`src/rtl/elp_pkg.sv`:
```
// Shared types and character constants for the edge list text parser.
`timescale 1ns / 1ps

package elp_pkg;

  localparam logic [7:0] CharZero    = 8'h30;
  localparam logic [7:0] CharNine    = 8'h39;
  localparam logic [7:0] CharNewline = 8'h0a;

  typedef struct packed {
    logic [31:0] first_number;
    logic [31:0] second_number;
    logic [47:0] edge_index;
  } edge_t;

endpackage

```
`src/rtl/elp_parser.sv`:
```
// Per-byte parse step: phase and accumulator state, decimal multiply-add, edge emit.
`timescale 1ns / 1ps

module elp_parser (
  input  logic           clk_i,
  input  logic           rst_ni,
  input  logic           step_i,
  input  logic [7:0]     text_byte_i,
  input  logic           last_byte_i,
  output logic           emit_o,
  output elp_pkg::edge_t edge_o
);
  import elp_pkg::*;

  typedef enum logic [1:0] {
    PhFirst,
    PhSecond,
    PhSkip
  } phase_e;

  phase_e      phase_q, phase_d;
  logic [31:0] first_q, first_d, first_upd;
  logic [31:0] second_q, second_d, second_upd;
  logic [47:0] count_q, count_d;
  phase_e      phase_upd;
  logic        is_digit, is_nl, nl_emit;
  logic [31:0] digit;

  assign is_digit = (text_byte_i >= CharZero) && (text_byte_i <= CharNine);
  assign is_nl    = (text_byte_i == CharNewline);
  assign digit    = {24'd0, text_byte_i - CharZero};

  always_comb begin
    phase_upd  = phase_q;
    first_upd  = first_q;
    second_upd = second_q;
    nl_emit    = 1'b0;
    unique case (phase_q)
      PhFirst: begin
        // x*10 as (x<<3)+(x<<1), wrapping at 32 bits
        if (is_digit) begin
          first_upd = (first_q << 3) + (first_q << 1) + digit;
        end else begin
          phase_upd = PhSecond;
        end
      end
      PhSecond: begin
        if (is_digit) begin
          second_upd = (second_q << 3) + (second_q << 1) + digit;
        end else if (is_nl) begin
          nl_emit = 1'b1;
        end else begin
          phase_upd = PhSkip;
        end
      end
      default: begin
        if (is_nl) begin
          nl_emit = 1'b1;
        end
      end
    endcase
  end

  assign emit_o = nl_emit || last_byte_i;

  assign edge_o.first_number  = first_upd;
  assign edge_o.second_number = second_upd;
  assign edge_o.edge_index    = count_q;

  always_comb begin
    phase_d  = phase_q;
    first_d  = first_q;
    second_d = second_q;
    count_d  = count_q;
    if (step_i) begin
      if (emit_o) begin
        phase_d  = PhFirst;
        first_d  = '0;
        second_d = '0;
        count_d  = count_q + 48'd1;
      end else begin
        phase_d  = phase_upd;
        first_d  = first_upd;
        second_d = second_upd;
      end
    end
  end

  always_ff @(posedge clk_i or negedge rst_ni) begin
    if (!rst_ni) begin
      phase_q  <= PhFirst;
      first_q  <= '0;
      second_q <= '0;
      count_q  <= '0;
    end else begin
      phase_q  <= phase_d;
      first_q  <= first_d;
      second_q <= second_d;
      count_q  <= count_d;
    end
  end

endmodule

```
`src/rtl/edge_list_text_parser_top.sv`:
```
// Top level of the edge list text parser: input register, parse step, result register.
//
//   channel | signals                                        | direction
//   --------+------------------------------------------------+----------
//   input   | in_valid_i, in_ready_o, text_byte_i, last_byte_i | in
//   result  | out_valid_o, out_ready_i, first_number_o,      | out
//           | second_number_o, edge_index_o                  |
//
// One byte per cycle sustained while the result slot is free or taken; a byte enters the
// input register, then the parse step puts its edge in the result register. The parse
// state advances as a byte moves from the input register into the result stage, so a
// held result stalls only that move; the input register still takes one more request.
// Reset clears all valid flags, the parse phase, both accumulators and the edge count.
`timescale 1ns / 1ps

module edge_list_text_parser_top (
  input  logic        clk_i,
  input  logic        rst_ni,
  input  logic        in_valid_i,
  output logic        in_ready_o,
  input  logic [7:0]  text_byte_i,
  input  logic        last_byte_i,
  output logic        out_valid_o,
  input  logic        out_ready_i,
  output logic [31:0] first_number_o,
  output logic [31:0] second_number_o,
  output logic [47:0] edge_index_o
);
  import elp_pkg::*;

  logic       in_v_q, in_v_d;
  logic [7:0] byte_q, byte_d;
  logic       last_q, last_d;
  logic       out_v_q, out_v_d;
  edge_t      edge_q, edge_d;
  edge_t      edge_w;
  logic       emit;
  logic       advance;

  // the input register drains when the result slot is free or being taken
  assign advance    = in_v_q && (!out_v_q || out_ready_i);
  assign in_ready_o = !in_v_q || advance;

  elp_parser u_parser (
    .clk_i       (clk_i),
    .rst_ni      (rst_ni),
    .step_i      (advance),
    .text_byte_i (byte_q),
    .last_byte_i (last_q),
    .emit_o      (emit),
    .edge_o      (edge_w)
  );

  always_comb begin
    in_v_d = in_v_q;
    byte_d = byte_q;
    last_d = last_q;
    if (in_valid_i && in_ready_o) begin
      in_v_d = 1'b1;
      byte_d = text_byte_i;
      last_d = last_byte_i;
    end else if (advance) begin
      in_v_d = 1'b0;
    end
  end

  always_comb begin
    out_v_d = out_v_q;
    edge_d  = edge_q;
    if (out_v_q && out_ready_i) begin
      out_v_d = 1'b0;
    end
    if (advance && emit) begin
      out_v_d = 1'b1;
      edge_d  = edge_w;
    end
  end

  always_ff @(posedge clk_i or negedge rst_ni) begin
    if (!rst_ni) begin
      in_v_q  <= 1'b0;
      out_v_q <= 1'b0;
    end else begin
      in_v_q  <= in_v_d;
      out_v_q <= out_v_d;
    end
  end

  always_ff @(posedge clk_i) begin
    byte_q <= byte_d;
    last_q <= last_d;
    edge_q <= edge_d;
  end

  assign out_valid_o     = out_v_q;
  assign first_number_o  = edge_q.first_number;
  assign second_number_o = edge_q.second_number;
  assign edge_index_o    = edge_q.edge_index;

endmodule
```
`config.mk`:
```
export PLATFORM = sky130hd
export DESIGN_NAME = edge_list_text_parser_top
export DESIGN_NICKNAME = d
export VERILOG_FILES = /design/src/rtl/elp_pkg.sv /design/src/rtl/elp_parser.sv /design/src/rtl/edge_list_text_parser_top.sv
export SDC_FILE = /design/constraint.sdc
export NUM_CORES = 1
export LEC_CHECK = 0
export BUFFER_PORTS_ARGS = -buffer_cell sky130_fd_sc_hd__buf_2
export CAP_MARGIN = 20
export CORE_MARGIN = 2
export CORE_UTILIZATION = 25
export DETAILED_ROUTE_END_ITERATION = 16
export PLACE_DENSITY = 0.44
export SYNTH_ARGS = -nofsm -noshare
export SYNTH_HDL_FRONTEND = slang
export SYNTH_HIERARCHICAL = 1
export SYNTH_SLANG_ARGS = --single-unit
```
`constraint.sdc`:
```
create_clock -name clk_i -period 7.7 [get_ports clk_i]
set_input_delay 1.155 -clock clk_i [delete_from_list [all_inputs] [get_ports clk_i]]
set_output_delay 1.155 -clock clk_i [all_outputs]
set_load 0.02 [all_outputs]
```
# Word level (Yosys, flattened, before mapping)
# Cells that the tools add are included.
# word_totals
ff_bits,237
out_inout_bits,114
wordCells,58
input_bits,13
# classes
n_reduce_logical,16
muxes,18
n_eq_ne,5
order_cmp,2
add_sub_neg,6
# ops
cell,count
two-way mux 32 bit,6
adder 32 bit,2
adder 32 x 8 -> 32 bit,2
"adder 48 x 1 -> 48 bit, second input constant",1
"inequality test 3 bit, second input constant",3
"== test 8 x 4 -> 1 bit, second input constant",1
"greater-or-equal comparator 8 x 6 -> 1 bit, second input constant",1
"<= comparator 8 x 6 -> 1 bit, second input constant",1
two-way mux 2 bit,4
"subtractor 8 x 6 -> 8 bit, second input constant",1
two-way mux 1 bit,6
logical AND 1 bit,5
AND reduction 5 bit,1
case mux 2 bit (2 select lines),1
nonzero test 2 bit,2
logical OR 1 bit,3
nonzero test 3 bit,1
"== test 2 x 1 -> 1 bit, second input constant",1
logical NOT 1 bit,2
logical NOT 2 bit,1
case mux 1 bit (2 select lines),1
AND reduction 2 bit,1

# Logic depth before layout (Yosys ltp)
# Gate-level depths: netlist of the first run.
# depth
depth_word,7
depth_mapped,13
ltp_nobuf,12

# By module
# The synthesis of the first run kept the hierarchy.
# modules_own_cells
module,n_inst,seq_area_each_um2,cells_each,area_per_inst_um2
elp_parser,1,2852.7,1033,9380.2
edge_list_text_parser_top,1,3683.5,131,3744.8

# Worst setup path before layout of the first run
# OpenSTA, ideal clock, no wires.
# synth_timing
kind,input port to flip-flop
startpoint,input port out_ready_i
endpoint,register edge_q (netlist bit edge_index_o[0]) (enable)
arrival_ns,6.225
path_stages,2
n_path_buf,0
required_time_ns,7.102
setup_slack_ns,0.877
path_cell_list,nand2b_1 > nor2b_1
# synth_via
elab_chain_len,3
# synth_lines
element,line_no,text
"start, declared",edge_list_text_parser_top.sv:24,"input logic out_ready_i,"
logical OR 1 bit,edge_list_text_parser_top.sv:41,assign advance = in_v_q && (!out_v_q || out_ready_i);
logical AND 1 bit,edge_list_text_parser_top.sv:41,
logical AND 1 bit,edge_list_text_parser_top.sv:73,if (advance && emit) begin
"end signal, assigned",edge_list_text_parser_top.sv:92,edge_q <= edge_d;
"end, declared",edge_list_text_parser_top.sv:35,"edge_t edge_q, edge_d;"
# Every way passes these cells.
# A chain may end at the register's enable or synchronous reset.

==> results.txt, run 1 <==
----------------------------------------------------
[Floorplan]
  Initial core utilization ... between 20% and 30%
  Number of core rows ... 83
  DIE AREA ... 54300 um2
  Die Height ... 233 um
  Die width ... 233 um
  Area of the core ... just over 50000 um2
  Top-level port count ... 127

[Timing]
  Crit path setup slack, layout ... between 3000 and 4000 ps
  Minimum hold slack ... 459 ps
  Total negative setup slack ... 0 ps
  Share of the clock period used by the worst path after layout ... 51.1%
  Setup repair after global routing missed its margin ... no
  Max-slew violation total from the final report ... 0
  Setup skew after layout ... ~10 ps
  Actual slew at the worst max-slew pin ... 969 ps
  Worst-case headroom to the max-slew limit ... 35.3%
  Final setup violation count ... 0
  Time the worst path needs with I/O delays and setup ... 3930 ps
  Number of hold-slack violations in the final timing report ... 0
  Fmax achieved ... 254 MHz

[Placed design]
  Pre-CTS WS ... 3800 ps
  Detailed Place HPWL ... 23.9 mm
  Number of placed cells counting well taps ... 1936
  Routability congestion estimate ... ~0.83
  Number of buffers added on ports ... ~130

[Yosys]
  Largest cells by area after synthesis ... edfxtp_1 28%, dfrtp_1 22%, ha_1 11%
  Count of unique library cells instantiated by Yosys ... ~70
  Post-synthesis sequential element count ... ~240
  Cell area after technology mapping ... roughly 13000 um2
  Mean Syn Cell Area ... 11.3 um2
  Sequential share of the synthesized area ... 49.8%
  Share of the synthesized area in the top cell type ... 27.7%
  Most numerous cell in the Yosys netlist ... nand2_1
  Most instantiated flip-flop cell in the synthesis netlist ... edfxtp_1
  Net count of the mapped netlist ... 1300
  Count of mapped cells out of synthesis ... 1164
  Async set-reset flop share out of synthesis ... 48.9%
  Yosys Warn Count ... 6
  Synth cell count leaders ... 132 x nand2_1, 121 x edfxtp_1, 116 x dfrtp_1, 111 x ha_1, 72 x o21ai_0
  Largest area contributor in the netlist ... edfxtp_1
  Count of flip-flops with a built-in enable after synthesis ... 121

[Route]
  Via density ... 4.64
  Pre-Repair DR Iteration Count ... 5
  DRT antenna net count ... 0
  Residual DRC count ... 0
  Mean routed wirelength per cell ... 16.9 um
  Via count of the routed design ... 9227
  Total Wirelength ... 33.5 mm
  First-iteration detailed-routing DRC count ... about 540

[Clocking]
  # hold bufs at CTS ... 0
  Postcts setup bufs ... 0
  Clock root buffer ... clkbuf_16
  Clock transition time at the flip-flop clock pins of the worst setup and hold paths ... 60 ps
  CTS H-tree lvls ... 1
  Maximum count of clock buffers along a single path ... 3
  CTS resizes ... 0
  Worst skew pair latency ... 570 ps
  TritonCTS clock tree ... yes
  Number of sinks on the clock net ... between 200 and 250
  CTS buffer count ... 28

[Worst hold path]
  Path type of the worst min-delay path ... register to register

[Global route]
  Largest net degree at the start of global routing ... 62
  Wire length of the first global-routing pass ... 53.7 mm
  Global route overflow ... 0
  Vias in the first global route ... 9454
  Number of antenna violations at the first check in global routing ... 2
  Overall global routing resource usage ... 12.4%

[Worst setup path]
  CP max stage cell ... a21oi_1
  CP Data Required Time ... 8010 ps
  Kind of cell adding the most delay to the critical path ... compound AO/OA/AOI/OAI gates
  Critical path capture point type ... register
  Critical Path Start Type ... register
  Buffering stage count on the worst path with inverters included ... 0
  Critical path start-end classification ... register to register
  Cell-by-cell trace of the critical path ... ha_1 > xnor2_1 > fa_1 > ha_1 > o21a_1 > o31a_1 > a41oi_1 > a21oi_1 > a21oi_1 > a211o_1 > xnor2_1 > mux2_2
  CP peak stage delay ... approximately 530 ps
  Top fanout value on the critical path ... 5
  Critical Path AT ... 4250 ps

[Final layout]
  Antenna diode instance count ... 0
  Fraction of layout instances using a drive strength above 1 ... between 10% and 20%
  Post-layout instance count excluding filler cells ... around 2000
  Fin nets ... 1423
  Fill cells ... 5337
  Layout area overhead ... 17.8%

[Power]
  Leakage component of the power ... between 7 and 8 nW
  Pwr dens ... 196 nW/um2
  Worst-case vdd ir drop ... 0.000144 V
  Post-layout power ... 3.03 mW

[Run status]
  Run status ... finished, final reports clean

[Flow run]
  Number of maximum-capacitance constraint violations ... 0

----------------------------------------------------
## per-stage QoR
step	utilization [%]	area, um2
floorplan	-	13100
global placement	28.1	14500
detailed placement	28.1	14500
CTS	29.9	15400
global route	29.9	15500
finish	29.9	15500
## state kept, by name, summed over array words and instances (netlist names), 2 cells and up
| name | count |
|---|---|
| first_number_o | 32 |
| u_parser/phase_q | 2 |
| edge_index_o | 48 |
| u_parser/count_q | 48 |
| u_parser/first_q | 32 |
| u_parser/second_q | 32 |
| byte_q | 8 |
| second_number_o | 32 |
## area by class of cell
cell class                 instances  area (um2)  area share (%)
inverter                          33         124           0.801
multi-input combinational        850        6310            40.8
tap                              680         851            5.51
timing repair buffer             137         728            4.71
sequential                       237        6540            42.3
clock inverter                    10         119           0.769
clock buffer                      41         790            5.11
## path summary, 6_finish.rpt
kind	start	endpoint	slack [ps]	cells past startpoint
setup / recovery	byte_q[4]$_DFFE_PP_	second_number_o[22]$_DFFE_PP_	3770	12
min in group asynchronous	rst_ni	u_parser/second_q[14]$_DFFE_PN0P_	680	1
setup reg to reg	byte_q[4]$_DFFE_PP_	second_number_o[22]$_DFFE_PP_	3770	12
max in group asynchronous	rst_ni	u_parser/count_q[11]$_DFFE_PN0P_	5670	2
hold reg to reg	u_parser/count_q[44]$_DFFE_PN0P_	edge_index_o[44]$_DFFE_PP_	460	0
hold / removal	u_parser/count_q[44]$_DFFE_PN0P_	edge_index_o[44]$_DFFE_PP_	460	0
## placed cells by master (no fill, tap or decap), types with 30 or more instances in the layout
cell,synthesis,layout
nand2_1,132,132
buf_2,4,125
edfxtp_1,121,121
dfrtp_1,116,116
ha_1,111,111
o21ai_0,72,71
xnor2_1,66,66
a21oi_1,53,53
nor2_1,40,40
xor2_1,38,38
nand3_1,38,38
inv_1,32,32
a22o_1,30,30
## power breakdown
group          switching, mW  internal (mW)
Clock                  0.546          0.776
Sequential            0.0450           1.40
Combinational          0.181         0.0843
Total                  0.772           2.26
## metal layers
layer  vias to the layer above  GRT usage (%)  routed length (um)
met3                        35           2.43                1560
met4                         4           2.49                 590
met1                      4510           16.9               15900
li1                       4522              -                   -
met5                         -              0                  27
met2                       156           20.5               15500
## worst reg2reg max path, stage by stage, from the launching register on
cell and delay (ps):
edfxtp_1 410, ha_1 260, xnor2_1 290, fa_1 480
ha_1 360, o21a_1 140, o31a_1 180, a41oi_1 190
a21oi_1 530, a21oi_1 130, a211o_1 290, xnor2_1 140
mux2_2 280
## kinds of logic after synthesis
logic type / after synthesis / share of synthesized area (%)
AOI/OAI and AO/OA: 271 / 13.7
xor gates and xnor gates: 104 / 6.94
adders and majority gates: 123 / 12.4
buffers and inverters: 77 / 2.27
DFF: 237 / 49.8
muxes: 28 / 2.38
and+or+nand+nor: 324 / 12.5
(Power assumes the default switching activity.)
==> inputs of run 2 (changes only) <==
--- a/config.mk
+++ b/config.mk
@@ -5,6 +5,7 @@
 export SDC_FILE = /design/constraint.sdc
 export NUM_CORES = 1
 export LEC_CHECK = 0
+export ABC_AREA = 1
 export BUFFER_PORTS_ARGS = -buffer_cell sky130_fd_sc_hd__buf_2
 export CAP_MARGIN = 20
 export CORE_MARGIN = 2
==> constraint.sdc (replaced) <==
create_clock -name clk_i -period 4.1 [get_ports clk_i]
set_input_delay 0.615 -clock clk_i [delete_from_list [all_inputs] [get_ports clk_i]]
set_output_delay 0.615 -clock clk_i [all_outputs]
set_load 0.02 [all_outputs]
==> run 2 against run 1 <==
  * The flow now finishes with violations (negative hold slack)
  * Wire length up 38%
  * Final cell count grew 53%
  * Via count up 43%
  * Critical path type unchanged
  * Critical endpoint is now first_number_o[28]$_DFFE_PP_
  * Largest power group unchanged
  * Highest routed layer is now met4
==> results.txt, run 2 <==
----------------------------------------------------
[Run status]
  Run status ... complete, but fails checks
  Failing checks ... negative hold slack

[Final layout]
  Most frequent standard cell in the layout excluding fill and tap cells ... nand2_1
  Fin nets ... 2311
  Fill cells ... 6735
  Leading cell types in the layout, fill and taps excluded ... 723 x nand2_1, 318 x inv_1, 153 x nor2_1
  Fraction of layout instances using a drive strength above 1 ... 10.4%
  Utilization of the core after routing ... approximately 30%
  Layout area overhead ... 16.6%
  Post-layout instance count excluding filler cells ... 3037

[Route]
  Via density ... 4.34
  Via count of the routed design ... 13200
  Routed length on met3 ... 1.73 mm
  DR WL met2 ... 21.0 mm
  First-iteration detailed-routing DRC count ... 718
  Pre-Repair DR Iteration Count ... 5
  Top metal layer carrying routed signals ... met4
  Mean routed wirelength per cell ... 15.2 um
  Residual DRC count ... 0
  Total Wirelength ... 46.1 mm
  DRT antenna net count ... 0
  Length of routed wiring on met1 ... 22.3 mm

[Clocking]
  CTS buffer count ... 30
  Postcts setup bufs ... 0
  TritonCTS clock tree ... yes
  Maximum count of clock buffers along a single path ... 3
  CTS resizes ... 0
  Number of sinks on the clock net ... 237
  Clock transition time at the flip-flop clock pins of the worst setup and hold paths ... 60 ps
  CTS H-tree lvls ... 1
  Worst skew pair latency ... 590 ps
  Clock root buffer ... clkbuf_16
  # hold bufs at CTS ... 0

[Yosys]
  Mean Syn Cell Area ... between 7 and 8 um2
  Most instantiated flip-flop cell in the synthesis netlist ... edfxtp_1
  Net count of the mapped netlist ... 2174
  Share of the synthesized area in the top cell type ... 23.3%
  Post-synthesis sequential element count ... 237
  Count of mapped cells out of synthesis ... 2038
  Largest area contributor in the netlist ... edfxtp_1
  Largest cells by area after synthesis ... edfxtp_1 23%, dfrtp_1 19%, nand2_1 17%
  Count of flip-flops with a built-in enable after synthesis ... 121
  Most numerous cell in the Yosys netlist ... nand2_1
  Async set-reset flop share out of synthesis ... between 40% and 50%
  Yosys Warn Count ... 6
  Synth cell count leaders ... 723 x nand2_1, 318 x inv_1, 154 x nor2_1, 121 x edfxtp_1
  Cell area after technology mapping ... 15600 um2
  Count of unique library cells instantiated by Yosys ... 42
  Sequential share of the synthesized area ... between 40% and 50%

[Global route]
  Global route overflow ... 0
  Vias in the first global route ... 13200
  Number of antenna violations at the first check in global routing ... 1
  Wire length of the first global-routing pass ... 73.4 mm
  Overall global routing resource usage ... 14.5%
  Largest net degree at the start of global routing ... 70

[Floorplan]
  Number of core rows ... 91
  Top-level port count ... 127
  Die width ... 254 um
  Area of the core ... 61700 um2
  DIE AREA ... 64500 um2
  Initial core utilization ... 25.3%
  Die Height ... about 250 um

[Timing]
  Actual slew at the worst max-slew pin ... 917 ps
  Max-slew violation total from the final report ... 0
  Worst-case headroom to the max-slew limit ... 38.8%
  Number of hold-slack violations in the final timing report ... 1
  Total negative setup slack ... 0 ps
  Minimum hold slack ... -9.07 ps
  Setup repair after global routing missed its margin ... no
  Final setup violation count ... 0
  Time the worst path needs with I/O delays and setup ... 3320 ps
  Setup skew after layout ... 15.1 ps
  Fmax achieved ... 301 MHz
  Share of the clock period used by the worst path after layout ... 80.9%

[Placed design]
  Number of buffers added on ports ... 126
  Number of placed cells counting well taps ... 2979
  Routability congestion estimate ... 0.907
  Detailed Place HPWL ... 35.1 mm

[Worst setup path]
  Cell-by-cell trace of the critical path ... ha_1 > xnor2_1 > fa_1 > ha_1 > nand2_1 > inv_1 > nand2_1 > nand2_1 > nand2_1 > nand3_1 > nand3_1 > nand2_1 > nand2_1 > nand3_1 > nand2_1 > inv_1
  CP peak stage delay ... 490 ps
  Capture point of the worst reg-to-reg path ... first_number_o[28]$_DFFE_PP_
  Critical path's most frequent cell ... nand2_1
  CP max stage cell ... fa_1
  Critical path capture point type ... register
  Critical Path Start Type ... register
  Worst R2R Setup Slack ... around 800 ps
  Critical R2R Launch ... byte_q[4]$_DFFE_PP_
  CP Data Required Time ... 4450 ps
  Setup crit start ... byte_q[4]$_DFFE_PP_
  Kind of cell adding the most delay to the critical path ... simple AND/OR/NAND/NOR gates
  Critical Path AT ... 3670 ps
  Critical path start-end classification ... register to register
  Buffering stage count on the worst path with inverters included ... 2
  Top fanout value on the critical path ... 4
  Number of cells on the worst reg-to-reg path ... 16

[Power]
  Post-layout power ... 6.43 mW
  Worst-case vdd ir drop ... around 0.00029 V
  Leakage component of the power ... 9.18 nW
  Pwr dens ... 353 nW/um2

[Worst hold path]
  Path type of the worst min-delay path ... input port to asynchronous set/reset pin

[Flow run]
  Number of maximum-capacitance constraint violations ... 0

----------------------------------------------------
[run 2: per-stage QoR]
stage / instance area (um2) / worst slack (ps)
detailed placement: 17200 / 795
CTS: 18200 / 796
global route: 18200 / 544
floorplan: 15600 / 885
global placement: 17200 / 853
finish: 18200 / 782
[run 2: logic make-up after synthesis]
family	after synthesis	synth area share, %
flip-flops	237	41.9
AND/OR/NAND/NOR	1093	29.1
buffers and inverters	357	9.01
AO/OA/AOI/OAI	169	6.27
XOR/XNOR	59	3.31
adder cells (fa/ha/maj)	123	10.4
[run 2: power breakdown]
group / total, mW / switching [mW] / internal, mW
clock: 2.55 / 1.11 / 1.45
combinational: 0.941 / 0.664 / 0.277
sequential: 2.94 / 0.189 / 2.75
[run 2: final cells by class]
type | instances | area (um2) | area share, %
Tap cell | 837 | 1050 | 5.75
Sequential cell | 237 | 6540 | 35.9
Multi-Input combinational cell | 1444 | 7680 | 42.2
Inverter | 323 | 1210 | 6.67
Clock buffer | 35 | 790 | 4.34
Timing Repair Buffer | 139 | 776 | 4.26
Antenna cell | 1 | 2.50 | 0.0137
Clock inverter | 21 | 163 | 0.893
[run 2: worst max path at each step]
stage,endpoint,slack (ps),cells after the start
finish,first_number_o[28]$_DFFE_PP_,780,16
global route,first_number_o[28]$_DFFE_PP_,540,16
CTS,first_number_o[28]$_DFFE_PP_,800,16
detailed placement,first_number_o[28]$_DFFE_PP_,790,16
global placement,first_number_o[28]$_DFFE_PP_,850,16
floorplan,edge_index_o[0]$_DFFE_PP_,880,8
[run 2: routing by layer]
layer / up-vias / track usage, %
li1: 6780 / -
met1: 6146 / 19.9
met2: 211 / 23.9
met3: 58 / 1.79
met4: 0 / 3.82
met5: - / 0
